[src/rtl/core/ileb_pkg.sv]
// Shared types, constants and microprogram for the integer literal encoder.
package ileb_pkg;

    localparam int unsigned CFG_IDX_W = 8;
    localparam int unsigned PC_W      = 5;

    localparam logic [CFG_IDX_W-1:0] CFG_OPC_U14 = 8'd0;
    localparam logic [CFG_IDX_W-1:0] CFG_OPC_SHL = 8'd1;
    localparam logic [CFG_IDX_W-1:0] CFG_OPC_OR  = 8'd2;
    localparam logic [CFG_IDX_W-1:0] CFG_OPC_NEG = 8'd3;

    localparam logic [7:0] RST_OPC_U14 = 8'd1;
    localparam logic [7:0] RST_OPC_SHL = 8'd2;
    localparam logic [7:0] RST_OPC_OR  = 8'd3;
    localparam logic [7:0] RST_OPC_NEG = 8'd4;

    localparam logic [7:0] PUSH_FLAG = 8'h80;

    typedef enum logic [1:0] {
        SEL_CHUNK,
        SEL_CONST,
        SEL_OPC
    } t_sel;

    typedef enum logic [1:0] {
        OP_U14,
        OP_SHL,
        OP_OR,
        OP_NEG
    } t_op;

    typedef struct packed {
        t_sel       sel;
        logic [6:0] arg;
        logic       stop;
    } t_uword;

    // entry points
    localparam logic [PC_W-1:0] ENT_U7  = 5'd0;
    localparam logic [PC_W-1:0] ENT_U14 = 5'd1;
    localparam logic [PC_W-1:0] ENT_U21 = 5'd4;
    localparam logic [PC_W-1:0] ENT_U32 = 5'd13;
    localparam logic [PC_W-1:0] ENT_NEG = 5'd30;

    function automatic t_uword mk(input t_sel sel, input logic [6:0] arg, input logic stop);
        t_uword w;
        w.sel  = sel;
        w.arg  = arg;
        w.stop = stop;
        return w;
    endfunction

    function automatic t_uword ucode(input logic [PC_W-1:0] pc);
        t_uword w;
        unique case (pc)
            5'd0:    w = mk(SEL_CHUNK, 7'd0, 1'b1);
            5'd1:    w = mk(SEL_CHUNK, 7'd1, 1'b0);
            5'd2:    w = mk(SEL_CHUNK, 7'd0, 1'b0);
            5'd3:    w = mk(SEL_OPC, 7'(OP_U14), 1'b1);
            5'd4:    w = mk(SEL_CHUNK, 7'd0, 1'b0);
            5'd5:    w = mk(SEL_CHUNK, 7'd1, 1'b0);
            5'd6:    w = mk(SEL_CONST, 7'd7, 1'b0);
            5'd7:    w = mk(SEL_OPC, 7'(OP_SHL), 1'b0);
            5'd8:    w = mk(SEL_CHUNK, 7'd2, 1'b0);
            5'd9:    w = mk(SEL_CONST, 7'd14, 1'b0);
            5'd10:   w = mk(SEL_OPC, 7'(OP_SHL), 1'b0);
            5'd11:   w = mk(SEL_OPC, 7'(OP_OR), 1'b0);
            5'd12:   w = mk(SEL_OPC, 7'(OP_OR), 1'b1);
            5'd13:   w = mk(SEL_CHUNK, 7'd0, 1'b0);
            5'd14:   w = mk(SEL_CHUNK, 7'd1, 1'b0);
            5'd15:   w = mk(SEL_CONST, 7'd7, 1'b0);
            5'd16:   w = mk(SEL_OPC, 7'(OP_SHL), 1'b0);
            5'd17:   w = mk(SEL_OPC, 7'(OP_OR), 1'b0);
            5'd18:   w = mk(SEL_CHUNK, 7'd2, 1'b0);
            5'd19:   w = mk(SEL_CONST, 7'd14, 1'b0);
            5'd20:   w = mk(SEL_OPC, 7'(OP_SHL), 1'b0);
            5'd21:   w = mk(SEL_OPC, 7'(OP_OR), 1'b0);
            5'd22:   w = mk(SEL_CHUNK, 7'd3, 1'b0);
            5'd23:   w = mk(SEL_CONST, 7'd21, 1'b0);
            5'd24:   w = mk(SEL_OPC, 7'(OP_SHL), 1'b0);
            5'd25:   w = mk(SEL_OPC, 7'(OP_OR), 1'b0);
            5'd26:   w = mk(SEL_CHUNK, 7'd4, 1'b0);
            5'd27:   w = mk(SEL_CONST, 7'd28, 1'b0);
            5'd28:   w = mk(SEL_OPC, 7'(OP_SHL), 1'b0);
            5'd29:   w = mk(SEL_OPC, 7'(OP_OR), 1'b1);
            default: w = mk(SEL_OPC, 7'(OP_NEG), 1'b1);
        endcase
        return w;
    endfunction

endpackage

[src/rtl/core/ileb_if.sv]
// Channel interfaces: literal in, code byte out, configuration write.
interface ileb_lit_if;
    logic               valid;
    logic               ready;
    logic signed [31:0] literal_value;
    modport source (output valid, output literal_value, input ready);
    modport sink (input valid, input literal_value, output ready);
endinterface

interface ileb_byte_if;
    logic       valid;
    logic       ready;
    logic [7:0] code_byte;
    logic       last_byte;
    modport source (output valid, output code_byte, output last_byte, input ready);
    modport sink (input valid, input code_byte, input last_byte, output ready);
endinterface

interface ileb_cfg_if;
    logic                             valid;
    logic                             ready;
    logic [ileb_pkg::CFG_IDX_W-1:0]   index;
    logic [7:0]                       data;
    modport source (output valid, output index, output data, input ready);
    modport sink (input valid, input index, input data, output ready);
endinterface

[src/rtl/core/integer_literal_bytecode_encoder_unit.sv]
// Integer literal bytecode encoder: microcoded byte sequencer, top level.
//
// i_lit takes one signed 32-bit literal per word; o_code gives the bytecode
// bytes that rebuild it, one byte per word, last_byte set on the final one.
// i_cfg writes the four opcode registers (index 0..3, other indexes ignored);
// it is always ready and should only be used while the block is idle.
// A literal gives 1, 3, 9 or 17 bytes, plus one negate byte if negative.
// The step counter walks a 31-entry control ROM, one byte per step, and each
// step loads the output register. Accepting a literal loads its entry step;
// the first byte is then registered at the output on the next step, and
// each further step registers one byte while the output is not stalled.
// The next literal is accepted as soon as the last byte has been loaded,
// while that byte may still wait at the output.
// If the receiver stalls, the sequencer holds its step and the output word
// holds. Reset (synchronous, active low) empties the sequencer and output
// register and sets the opcodes to 1, 2, 3 and 4.
module integer_literal_bytecode_encoder_unit (
    input  logic        i_clk,
    input  logic        i_rst_n,
    ileb_lit_if.sink    i_lit,
    ileb_byte_if.source o_code,
    ileb_cfg_if.sink    i_cfg
);

    logic [7:0]  r_opc_u14, r_opc_shl, r_opc_or, r_opc_neg;
    logic [31:0] r_mag;
    logic        r_neg;
    logic        r_busy;
    logic [ileb_pkg::PC_W-1:0] r_pc, n_pc;
    logic        r_out_valid;
    logic [7:0]  r_out_byte, n_out_byte;
    logic        r_out_last;

    logic        lit_acc;
    logic [31:0] raw, mag;
    logic [ileb_pkg::PC_W-1:0] entry;
    ileb_pkg::t_uword uw;
    logic        fire;
    logic        seq_end;
    logic [6:0]  chunk;

    assign i_cfg.ready = 1'b1;

    always_ff @(posedge i_clk) begin
        if (!i_rst_n) begin
            r_opc_u14 <= ileb_pkg::RST_OPC_U14;
            r_opc_shl <= ileb_pkg::RST_OPC_SHL;
            r_opc_or  <= ileb_pkg::RST_OPC_OR;
            r_opc_neg <= ileb_pkg::RST_OPC_NEG;
        end else if (i_cfg.valid) begin
            unique case (i_cfg.index)
                ileb_pkg::CFG_OPC_U14: r_opc_u14 <= i_cfg.data;
                ileb_pkg::CFG_OPC_SHL: r_opc_shl <= i_cfg.data;
                ileb_pkg::CFG_OPC_OR:  r_opc_or  <= i_cfg.data;
                ileb_pkg::CFG_OPC_NEG: r_opc_neg <= i_cfg.data;
                default: ;
            endcase
        end
    end

    assign i_lit.ready = !r_busy;
    assign lit_acc     = i_lit.valid && !r_busy;
    assign raw         = i_lit.literal_value;
    assign mag         = raw[31] ? (32'd0 - raw) : raw;

    always_comb begin
        if (mag[31:21] != '0) begin
            entry = ileb_pkg::ENT_U32;
        end else if (mag[20:14] != '0) begin
            entry = ileb_pkg::ENT_U21;
        end else if (mag[13:7] != '0) begin
            entry = ileb_pkg::ENT_U14;
        end else begin
            entry = ileb_pkg::ENT_U7;
        end
    end

    assign uw      = ileb_pkg::ucode(r_pc);
    assign fire    = r_busy && (!r_out_valid || o_code.ready);
    assign seq_end = uw.stop && (!r_neg || r_pc == ileb_pkg::ENT_NEG);

    always_comb begin
        unique case (uw.arg[2:0])
            3'd0:    chunk = r_mag[6:0];
            3'd1:    chunk = r_mag[13:7];
            3'd2:    chunk = r_mag[20:14];
            3'd3:    chunk = r_mag[27:21];
            3'd4:    chunk = {3'b000, r_mag[31:28]};
            default: chunk = '0;
        endcase
    end

    always_comb begin
        n_out_byte = ileb_pkg::PUSH_FLAG;
        unique case (uw.sel)
            ileb_pkg::SEL_CHUNK: n_out_byte = ileb_pkg::PUSH_FLAG | {1'b0, chunk};
            ileb_pkg::SEL_CONST: n_out_byte = ileb_pkg::PUSH_FLAG | {1'b0, uw.arg};
            ileb_pkg::SEL_OPC: begin
                unique case (ileb_pkg::t_op'(uw.arg[1:0]))
                    ileb_pkg::OP_U14: n_out_byte = r_opc_u14;
                    ileb_pkg::OP_SHL: n_out_byte = r_opc_shl;
                    ileb_pkg::OP_OR:  n_out_byte = r_opc_or;
                    ileb_pkg::OP_NEG: n_out_byte = r_opc_neg;
                    default:          n_out_byte = r_opc_neg;
                endcase
            end
            default: n_out_byte = ileb_pkg::PUSH_FLAG;
        endcase
    end

    always_comb begin
        if (uw.stop && r_neg && r_pc != ileb_pkg::ENT_NEG) begin
            n_pc = ileb_pkg::ENT_NEG;
        end else begin
            n_pc = r_pc + 1'b1;
        end
    end

    always_ff @(posedge i_clk) begin
        if (!i_rst_n) begin
            r_busy <= 1'b0;
            r_pc   <= ileb_pkg::ENT_U7;
        end else if (lit_acc) begin
            r_busy <= 1'b1;
            r_pc   <= entry;
        end else if (fire) begin
            r_pc <= n_pc;
            if (seq_end) begin
                r_busy <= 1'b0;
            end
        end
    end

    always_ff @(posedge i_clk) begin
        if (lit_acc) begin
            r_mag <= mag;
            r_neg <= raw[31];
        end
    end

    always_ff @(posedge i_clk) begin
        if (!i_rst_n) begin
            r_out_valid <= 1'b0;
        end else if (fire) begin
            r_out_valid <= 1'b1;
        end else if (o_code.ready) begin
            r_out_valid <= 1'b0;
        end
    end

    always_ff @(posedge i_clk) begin
        if (fire) begin
            r_out_byte <= n_out_byte;
            r_out_last <= seq_end;
        end
    end

    assign o_code.valid     = r_out_valid;
    assign o_code.code_byte = r_out_byte;
    assign o_code.last_byte = r_out_last;

`ifndef SYNTHESIS
    a_acc_busy: assert property (@(posedge i_clk) disable iff (!i_rst_n)
        lit_acc |=> r_busy && !i_lit.ready)
        else $error("sequencer not started after literal accepted");

    a_neg_step: assert property (@(posedge i_clk) disable iff (!i_rst_n)
        r_busy && r_pc == ileb_pkg::ENT_NEG |-> r_neg)
        else $error("negate step reached for a non-negative literal");

    a_end_idle: assert property (@(posedge i_clk) disable iff (!i_rst_n)
        fire && seq_end |=> !r_busy && r_out_valid && r_out_last)
        else $error("final byte did not close the sequence");

    a_stall_hold: assert property (@(posedge i_clk) disable iff (!i_rst_n)
        r_busy && r_out_valid && !o_code.ready |=> $stable(r_pc))
        else $error("step advanced while output stalled");
`endif

endmodule

[src/flat_wrapper.sv]
// flat-port wrapper written by rule: the top's interface ports become plain ports
module integer_literal_bytecode_encoder_unit_flat 
  (i_clk, i_rst_n, i_lit_valid, i_lit_literal_value, i_lit_ready, o_code_valid, o_code_code_byte, o_code_last_byte, o_code_ready, i_cfg_valid, i_cfg_index, i_cfg_data, i_cfg_ready);
  ileb_lit_if i_lit_i ();
  ileb_byte_if o_code_i ();
  ileb_cfg_if i_cfg_i ();
  input  logic i_clk;
  input  logic i_rst_n;
  input wire logic [$bits(i_lit_i.valid)-1:0] i_lit_valid;
  input wire logic [$bits(i_lit_i.literal_value)-1:0] i_lit_literal_value;
  output wire logic [$bits(i_lit_i.ready)-1:0] i_lit_ready;
  output wire logic [$bits(o_code_i.valid)-1:0] o_code_valid;
  output wire logic [$bits(o_code_i.code_byte)-1:0] o_code_code_byte;
  output wire logic [$bits(o_code_i.last_byte)-1:0] o_code_last_byte;
  input wire logic [$bits(o_code_i.ready)-1:0] o_code_ready;
  input wire logic [$bits(i_cfg_i.valid)-1:0] i_cfg_valid;
  input wire logic [$bits(i_cfg_i.index)-1:0] i_cfg_index;
  input wire logic [$bits(i_cfg_i.data)-1:0] i_cfg_data;
  output wire logic [$bits(i_cfg_i.ready)-1:0] i_cfg_ready;
  assign i_lit_i.valid = i_lit_valid;
  assign i_lit_i.literal_value = i_lit_literal_value;
  assign i_lit_ready = i_lit_i.ready;
  assign o_code_valid = o_code_i.valid;
  assign o_code_code_byte = o_code_i.code_byte;
  assign o_code_last_byte = o_code_i.last_byte;
  assign o_code_i.ready = o_code_ready;
  assign i_cfg_i.valid = i_cfg_valid;
  assign i_cfg_i.index = i_cfg_index;
  assign i_cfg_i.data = i_cfg_data;
  assign i_cfg_ready = i_cfg_i.ready;
  integer_literal_bytecode_encoder_unit u_core (.i_clk(i_clk), .i_rst_n(i_rst_n), .i_lit(i_lit_i), .o_code(o_code_i), .i_cfg(i_cfg_i));
endmodule
[config.mk]
export PLATFORM = sky130hd
export DESIGN_NAME = integer_literal_bytecode_encoder_unit_flat
export DESIGN_NICKNAME = d
export VERILOG_FILES = /design/src/rtl/core/ileb_pkg.sv /design/src/rtl/core/ileb_if.sv /design/src/rtl/core/integer_literal_bytecode_encoder_unit.sv /design/src/flat_wrapper.sv
export SDC_FILE = /design/constraint.sdc
export NUM_CORES = 1
export LEC_CHECK = 0
export ABC_AREA = 1
export BUFFER_PORTS_ARGS = -buffer_cell sky130_fd_sc_hd__buf_2
export CORE_MARGIN = 2
export CORE_UTILIZATION = 30
export CTS_CLUSTER_DIAMETER = 120
export CTS_CLUSTER_SIZE = 20
export DETAILED_ROUTE_END_ITERATION = 10
export GPL_ROUTABILITY_DRIVEN = 0
export GPL_TIMING_DRIVEN = 0
export PLACE_DENSITY_LB_ADDON = 0.15
export SLEW_MARGIN = 20
export SYNTH_ARGS = -nofsm -noshare
export SYNTH_HDL_FRONTEND = slang
export SYNTH_SLANG_ARGS = --single-unit
[constraint.sdc]
create_clock -name i_clk -period 8.2 [get_ports i_clk]
set_input_delay 2.46 -clock i_clk [delete_from_list [all_inputs] [get_ports i_clk]]
set_output_delay 2.46 -clock i_clk [all_outputs]
set_load 0.01 [all_outputs]
# After elaboration in Yosys (flattened, before gate mapping)
# Memories as Yosys holds them, arrays and structs flattened. A register that Yosys moved wholly into a read port is not among the register bits.
# Index checks and enable logic that the tools add are counted.
[op_classes]
n_addsub = 2
eq_ne = 14
muxes = 17
n_reduce_logical = 25
[op_table]
columns = ["operator", "count"]
rows = [
  ["two-way mux 5 bit", 7],
  ["one-hot mux 7 bit (5 select lines)", 1],
  ["two-way mux 32 bit", 1],
  ["one-hot mux 8 bit (4 select lines)", 1],
  ["subtractor 1 x 32 -> 32 bit, first input constant", 1],
  ["one-hot mux 8 bit (3 select lines)", 1],
  ["== test 8 x 2 -> 1 bit, second input constant", 2],
  ["nonzero test 7 bit", 2],
  ["nonzero test 11 bit", 1],
  ["AND reduction 2 bit", 5],
  ["== test 8 x 1 -> 1 bit, second input constant", 1],
  ["logical NOT 8 bit", 1],
  ["== test 2 bit, second input constant", 3],
  ["== test 3 x 2 -> 1 bit, second input constant", 2],
  ["two-way mux 1 bit", 6],
  ["nonzero test 2 bit", 3],
  ["adder 5 x 1 -> 5 bit, second input constant", 1],
  ["== test 5 bit, second input constant", 1],
  ["logical AND 1 bit", 5],
  ["inequality test 5 bit, second input constant", 1],
  ["== test 2 x 1 -> 1 bit, second input constant", 2],
  ["logical NOT 2 bit", 2],
  ["== test 3 x 1 -> 1 bit, second input constant", 1],
  ["== test 3 bit, second input constant", 1],
  ["other kinds (3)", 6],
]
[word_totals]
ff_bits = 81
mem_bits_ro = 256
in_bits = 53
out_inout_bits = 12
word_cells = 70
mem_count = 1
[memory_table]
columns = ["memory", "words", "word_bits", "read_ports", "rd_clocked_by_memory_dff", "write_ports", "line", "rtl"]
rows = [
  ["(no name shown)", 32, 8, 1, 1, 0, "ileb_pkg.sv:55", "unique case (pc)"],
]

# Logic depth before layout (Yosys ltp)
# Gate-level depths: netlist of the first run.
[logic_depth]
word_depth = 9
mapped_depth = 25

# Least setup slack after synthesis of the first run
# OpenSTA, ideal clock, no wires.
[synth_timing]
path_kind = "input port to flip-flop"
startpoint = "input i_lit_valid"
endpoint = "register, netlist name u_core.uw[2]"
setup_ps = 115
t_arrival_ps = 5512
required_time_ps = 8085
slack_ps = 2573
stages = 17
path_cell_list = "inv_1 nor2_1 o21ai_0 nor2_1 nand2_1 nor2_4 nand3_1 nand2_1 nand2_1 nand2_2 ha_1 nand3_1 nand2_1 nand2_1 nand2_1 inv_1 nand2_1"
[synth_via]
elab_chain_cells = 4
[synth_rtl]
columns = ["element", "line", "rtl"]
rows = [
  ["start: declaration", "flat_wrapper.sv:9", "input wire logic [$bits(i_lit_i.valid)-1:0] i_lit_valid;"],
  ["logical AND 1 bit (*)", "integer_literal_bytecode_encoder_unit.sv:62", "assign lit_acc = i_lit.valid && !r_busy;"],
  ["named net u_core.lit_acc", "integer_literal_bytecode_encoder_unit.sv:34", "logic lit_acc;"],
  ["two-way mux 5 bit or nonzero test 2 bit (tied branches)", "n/a", ""],
  ["two-way mux 5 bit (no source line) (*) (2 in series)", "n/a", ""],
]
# Mark *: on every way through the listed nets, which the timed path passes. The rest lies on a longest branch.
# A chain may end at the register's enable or synchronous reset.

# Worst setup path in the final report of the first run
[layout_timing]
startpoint = "input i_lit_literal_value[0]"
endpoint = "register, netlist name u_core.uw[2]"
[layout_via]
elab_chain_cells = 9
[layout_rtl]
columns = ["element", "line", "rtl"]
rows = [
  ["start: declaration", "flat_wrapper.sv:10", "input wire logic [$bits(i_lit_i.literal_value)-1:0] i_lit_literal_value;"],
  ["subtractor 1 x 32 -> 32 bit (*)", "integer_literal_bytecode_encoder_unit.sv:64", "assign mag = raw[31] ? (32'd0 - raw) : raw;"],
  ["two-way mux 32 bit (*)", "integer_literal_bytecode_encoder_unit.sv:64", ""],
  ["nonzero test 7 bit", "integer_literal_bytecode_encoder_unit.sv:71", "end else if (mag[13:7] != '0) begin"],
  ["two-way mux 1 bit", "integer_literal_bytecode_encoder_unit.sv:71", ""],
  ["two-way mux 5 bit", "integer_literal_bytecode_encoder_unit.sv:69", "end else if (mag[20:14] != '0) begin"],
  ["two-way mux 5 bit (*)", "integer_literal_bytecode_encoder_unit.sv:67", "if (mag[31:21] != '0) begin"],
  ["two-way mux 5 bit (*)", "integer_literal_bytecode_encoder_unit.sv:123", "end else if (lit_acc) begin"],
  ["two-way mux 5 bit (no source line) (*) (2 in series)", "n/a", ""],
]
# Every way passes the cells marked *; elsewhere a longest branch is shown, timed or not.

==> flow_metrics.tcl, run 1 <==
set metrics [dict create \
    synthAdderAreaFrac_pct 1.71 \
    pin_count 65 \
    dieArea_um2 18100 \
    final-hold-violation-count 0 \
    maxCapViolations 0 \
    grt_usage_pct 15.8 \
    synth-seq-cells 89 \
    synth_cell_type_count 45 \
    max_freq_ghz 0.207 \
    routed_wl_mm 13.9 \
    yosys.area_share.simple_pct 32.7 \
    end_kind "flip-flop" \
    r2r-end "u_core.uw[2]$_DFF_P_" \
    yosys.area_share.xor_xnor_pct 2.05 \
    fin_nets 807 \
    p_leak_nw 2.61 \
    overflow 0 \
    vias 4647 \
    netlist_instances 672 \
    worst_slew_pin_slew_ps 770 \
    cts_buffer_depth 2 \
    cts_setup_buffers 0 \
    num_antenna_cells 0 \
    clk_latency_ps 340 \
    placementRows 47 \
    critPathLaunch "i_lit_literal_value[0]" \
    syn_nets 732 \
    p_per_area_nw_per_um2 199 \
    final_common_cell "nand2_1" \
    ir_drop_mv 0.0884 \
    synth_top_family_by_area "simple AND/OR/NAND/NOR gates" \
    fillCellCount 1739 \
    rsz0062_at_grt "no" \
    finalSetupViolCount 0 \
    finClkSkew_ps 9.90 \
    clockRootBuffer "clkbuf_16" \
    postRouteAntennaNets 0 \
    die_h_um 135 \
    drt-initial-drc-count 371 \
    dp_hpwl_mm 11.1 \
    pre_cts_ws_ps 3010 \
    synth_area_per_cell_um2 7.62 \
    slew_violations 0 \
    seq_area_frac_synth_pct 43.0 \
    initial_core_util_pct 30.8 \
    grt_pass1_wl_mm 22.5 \
    min_period_ps 4830 \
    clkTransAtPathRegs_ps 70 \
    seq_area_um2 2200 \
    min_period_over_period_pct 58.9 \
    yosys_warnings 0 \
    multi_input_area_um2 2580 \
    dieWidth_um 135 \
    synthesis.area_um2 5120 \
    wl_per_cell_um 14.3 \
    holdBufCountCts 0 \
    antenna_found_initial 0 \
    cts_max_level 3 \
    fin_tns_setup_ps 0 \
    arrival_ps 5060 \
    endpoint "u_core.uw[2]$_DFF_P_" \
    drive_gt1_share_pct 19.7 \
    hold_path.class "reg2reg" \
    reg2reg_slack_ps 5590 \
    fin_ws_ps 3370 \
    reg2reg_depth 13 \
    path_class "in2reg" \
    synth_compound_area_share_pct 13.7 \
    slew_headroom_pct 48.5 \
    status "finished clean" \
    cts-resized-gates 0 \
    layout_common_cells "164 x nand2_1, 104 x nor2_1, 66 x buf_2" \
    dr.pass1.iters 6 \
    crit_fanout 8 \
    coreArea_um2 16600 \
    portBuffers 63 \
    cts_made_buffers 9 \
    grt_pass1_vias 4428 \
    r2r_start "u_core.r_busy$_SDFFE_PN0P_" \
    synthMuxAreaShare_pct 0 \
    drc 0 \
    grt_max_degree 30 \
    tritoncts "built" \
    clock-sinks 89 \
    required_ps 8420 \
    start_kind "primary input" \
    via_per_inst 4.78 \
    syn_to_final_growth_pct 17.9 \
]
[metal layers]
metal | vias up | track usage [%] | share of wire, %
met5 | - | 0 | 0
met4 | 0 | 4.85 | 1.9
met3 | 17 | 2.59 | 3.5
met2 | 107 | 26.8 | 47
met1 | 2139 | 20.7 | 47
li1 | 2384 | - | -
[logic make-up (layout without fill, tap and decap cells)]
| kind of cell | Yosys count | in the layout |
|---|---|---|
| flip-flops | 89 | 89 |
| AND/OR/NAND/NOR | 368 | 368 |
| buffers and inverters | 87 | 167 |
| XOR/XNOR | 12 | 12 |
| other | 1 | 1 |
| adder cells (fa/ha/maj) | 7 | 7 |
| AO/OA/AOI/OAI | 108 | 108 |
[critical path, cell delays in order]
cell     delay (ps)
buf_2           110
inv_1            80
ha_1            190
nand3_2         110
nand2_2         140
nand2_4         100
nor2_8          150
nand3_1          80
nand2_1         140
nand4_1         140
nor2_2          170
nand2_1          70
nand3_1         110
nand2_1          70
nand2_1         120
nand2_2         100
ha_1            330
nand3_1         110
nand2_1          60
nand2_1          50
nand2_1          40
inv_1            50
nand2_1          60
[stage by stage]
step,total power [mW],std cells,area [um^2],hold WS (ps),util [%]
after global routing,1.27,972,6040,498,36.3
after global placement,0.805,955,5710,458,34.3
after detailed placement,0.810,956,5740,466,34.5
final,1.20,972,6040,479,36.3
after floorplan,0.710,672,5120,446,-
after CTS,1.22,972,6040,483,36.3
[report_power, final]
part | leakage, nW | total, mW | switching [mW] | internal, mW
Sequential | 0.783 | 0.522 | 0.0157 | 0.507
Combinational | 1.68 | 0.277 | 0.187 | 0.0902
Clock | 0.151 | 0.402 | 0.170 | 0.233
[sequential cells by signal, summed over array words and instances, names as in the netlist, 5 cells and up]
signal,cells
u_core.uw,8
u_core.r_opc_u14,8
u_core.r_opc_shl,8
u_core.r_mag,32
u_core.r_opc_or,8
u_core.o_code.code_byte,8
u_core.r_opc_neg,8
u_core.r_pc,5
[cell type report]
type,instances,area share [%]
Clock inverter,5,0.559
Clock buffer,11,4.37
Buffer,11,0.994
Multi-Input combinational cell,496,42.8
Tap cell,220,4.56
Sequential cell,89,36.5
Inverter,76,4.72
Timing Repair Buffer,64,5.55
[Yosys cell counts (all sizes together)]
cell type    n  area, um^2
nor3b        1        7.51
o221ai       5        43.8
nand4       10        62.6
a211oi       1        7.51
o31ai        2        20.0
a221oi       9        78.8
buf          6        41.3
edfxtp      42        1260
o22ai        2        12.5
o21ai       50         273
a22o         1        8.76
nand2      186         782
nand3b       3        22.5
a221o        4        40.0
o211ai       6        45.0
nor3         3        15.0
clkbuf       5        18.8
xor2         5        43.8
nand3       45         260
nor2       118         514
conb         1        3.75
or4          1        7.51
a31oi        1        6.26
or2          1        6.26
ha           7        87.6
xnor2        7        61.3
inv         73         274
clkinv       3        11.3
a21oi       23         126
a32o         4        40.0
dfxtp       47         941
[worst min-delay path by stage]
stage | cells past startpoint | startpoint | slack [ps] | to
global route | 2 | u_core.r_opc_shl[1]$_SDFFE_PN1P_ | 500 | u_core.r_opc_shl[1]$_SDFFE_PN1P_
finish | 2 | u_core.r_opc_shl[1]$_SDFFE_PN1P_ | 480 | u_core.r_opc_shl[1]$_SDFFE_PN1P_
floorplan | 2 | u_core.r_opc_shl[1]$_SDFFE_PN1P_ | 450 | u_core.r_opc_shl[1]$_SDFFE_PN1P_
CTS | 2 | u_core.r_opc_or[0]$_SDFFE_PN1P_ | 480 | u_core.r_opc_or[0]$_SDFFE_PN1P_
detailed placement | 2 | u_core.r_opc_or[0]$_SDFFE_PN1P_ | 470 | u_core.r_opc_or[0]$_SDFFE_PN1P_
global placement | 2 | u_core.r_opc_shl[1]$_SDFFE_PN1P_ | 460 | u_core.r_opc_shl[1]$_SDFFE_PN1P_
(Power assumes the default switching activity.)
==> run 2, diff against run 1 <==
clock period = 4 ns   (was 8.2 ns; I/O delays follow)
==> run 2 against run 1 <==
  * Setup slack worse by 2900 ps
  * Critical path type unchanged
  * Critical endpoint unchanged
  * First-iteration DRC count is 3.8% higher
  * Via count is 0.88% higher
==> flow_metrics.tcl, run 2 (synthesis gave the netlist of run 1 again) <==
set metrics [dict create \
    grt_pass1_wl_mm 23.1 \
    p_clk_share_pct 32.9 \
    cts_buffer_depth 2 \
    largest_reg_flops 32 \
    layout_common_cells "164 x nand2_1, 104 x nor2_1, 66 x buf_2" \
    hold_path.class "reg2reg" \
    finalSetupViolCount 0 \
    max_freq_ghz 0.279 \
    path_class "in2reg" \
    ir_drop_mv 0.159 \
    grt_usage_pct 16.2 \
    required_ps 4220 \
    clk_latency_ps 340 \
    final-hold-violation-count 0 \
    overflow 0 \
    cts_made_buffers 9 \
    worst_slew_pin_slew_ps 737 \
    pre_cts_ws_ps 77.4 \
    vias 4688 \
    internal_power_mw 1.68 \
    grt_max_degree 30 \
    antenna_found_initial 0 \
    via_per_inst 4.82 \
    max_stage_delay_ps 320 \
    crit_path_cell_trace "buf_2 -> inv_1 -> ha_1 -> nand3_2 -> nand2_2 -> nand2_4 -> nor2_8 -> nand2_1 -> nand2_1 -> nand2_1 -> nor2_1 -> nand2_1 -> nor2_2 -> nand2_1 -> nand3_1 -> nand2_1 -> nand2_1 -> nand2_2 -> ha_1 -> nand3_1 -> nand3_1 -> nand2_1 -> inv_1 -> nand2_1" \
    holdBufCountCts 0 \
    clock-sinks 89 \
    fin_nets 807 \
    num_antenna_cells 0 \
    seq_power_share_pct 43.7 \
    coreArea_um2 16600 \
    endpoint "u_core.uw[2]$_DFF_P_" \
    slew_violations 0 \
    rsz0062_at_grt "no" \
    power.switching_mw 0.766 \
    critPathLaunch "i_lit_literal_value[0]" \
    final_common_cell "nand2_1" \
    fin_ws_ps 420 \
    dp.cells 956 \
    dieArea_um2 18100 \
    tritoncts "built" \
    r2r-end "u_core.uw[2]$_DFF_P_" \
    drc 0 \
    drt-initial-drc-count 385 \
    dieWidth_um 135 \
    cts-resized-gates 0 \
    routed_wl_mm 14.3 \
    slowest_stage "ha_1" \
    min_period_over_period_pct 89.5 \
    maxCapViolations 0 \
    status "finished clean" \
    crit_buf_inv 3 \
    start_kind "primary input" \
    finClkSkew_ps 7.42 \
    cp_top_family "simple AND/OR/NAND/NOR gates" \
    dr.pass1.iters 5 \
    arrival_ps 3800 \
    clockRootBuffer "clkbuf_16" \
    initial_core_util_pct 30.8 \
    wl_per_cell_um 14.7 \
    hold_ws_ps 478 \
    end_kind "flip-flop" \
    cts_max_level 3 \
    path_depth 24 \
    top_register "u_core.r_mag" \
    pin_count 65 \
    postRouteAntennaNets 0 \
    reg2reg_depth 12 \
    crit_top_cell "nand2_1" \
    placementRows 47 \
    p_leak_nw 2.60 \
    r2r_start "u_core.r_busy$_SDFFE_PN0P_" \
    grt_pass1_vias 4578 \
    clkTransAtPathRegs_ps 60 \
    p_per_area_nw_per_um2 407 \
    slew_headroom_pct 50.7 \
    die_h_um 135 \
    final_cells 972 \
    combPwrFrac_pct 23.4 \
    dp_hpwl_mm 11.3 \
    cts_setup_buffers 0 \
    final_util_pct 36.2 \
    finalPower_mw 2.45 \
    crit_fanout 8 \
    drive_gt1_share_pct 19.4 \
    syn_to_final_growth_pct 17.6 \
    min_period_ps 3580 \
    p_sw_share_pct 31.3 \
    portBuffers 63 \
    reg2reg_slack_ps 1380 \
]
[run 2: cell types whose count changed in the layout (fill, tap and decap cells not counted), sizes merged]
cell / delta
clkbuf: +1
clkinv: -1
[run 2: cell type report]
cell class / instances / area, um^2
sequential: 89 / 2200
tap: 220 / 275
clock inverter: 4 / 25.0
buffer: 11 / 60.1
multi-input combinational: 496 / 2580
fill: 1807 / 10600
inverter: 76 / 285
clock buffer: 12 / 258
timing repair buffer: 64 / 335
[run 2: how the worst min path moves through the flow]
stage          cells past startpoint                              from                          endpoint
3_5_place_dp                       2  u_core.r_opc_shl[1]$_SDFFE_PN1P_  u_core.r_opc_shl[1]$_SDFFE_PN1P_
6_report                           2  u_core.r_opc_shl[1]$_SDFFE_PN1P_  u_core.r_opc_shl[1]$_SDFFE_PN1P_
4_1_cts                            2  u_core.r_opc_shl[1]$_SDFFE_PN1P_  u_core.r_opc_shl[1]$_SDFFE_PN1P_
5_1_grt                            2  u_core.r_opc_shl[4]$_SDFFE_PN0P_  u_core.r_opc_shl[4]$_SDFFE_PN0P_
3_3_place_gp                       2  u_core.r_opc_u14[0]$_SDFFE_PN1P_  u_core.r_opc_u14[0]$_SDFFE_PN1P_
2_1_floorplan                      2  u_core.r_opc_shl[1]$_SDFFE_PN1P_  u_core.r_opc_shl[1]$_SDFFE_PN1P_
[run 2: routing by layer]
layer / track usage (%) / vias to the layer above / wire (um)
met5: 0 / - / 0
li1: - / 2389 / -
met4: 5.67 / 0 / 212
met3: 1.65 / 12 / 440
met2: 28.2 / 101 / 6920
met1: 20.7 / 2186 / 6710
[run 2: through the flow]
stage	area [um^2]	TNS, ps
6_report	6020	0
3_5_place_dp	5740	0
5_1_grt	6020	0
4_1_cts	6020	0
2_1_floorplan	5130	0
3_3_place_gp	5720	-2760
[run 2: worst reg2reg max path, stage by stage (launching register included)]
cell,delay [ps]
dfxtp_1,390
nand2_1,130
inv_1,390
nor2_1,160
a21oi_1,390
nor2_1,190
inv_1,170
ha_1,190
inv_1,80
nand3_1,110
nand2_1,60
a21oi_1,140
nand2_1,90
[run 2: power by group through the flow]
stage                     clock network [mW]  registers [mW]  logic [mW]
after floorplan                            0            1.09       0.365
after global placement                     0            1.09       0.560
after detailed placement                   0            1.09       0.569
after CTS                              0.826            1.07       0.570
after global routing                   0.867            1.08       0.639
final                                  0.806            1.07       0.572
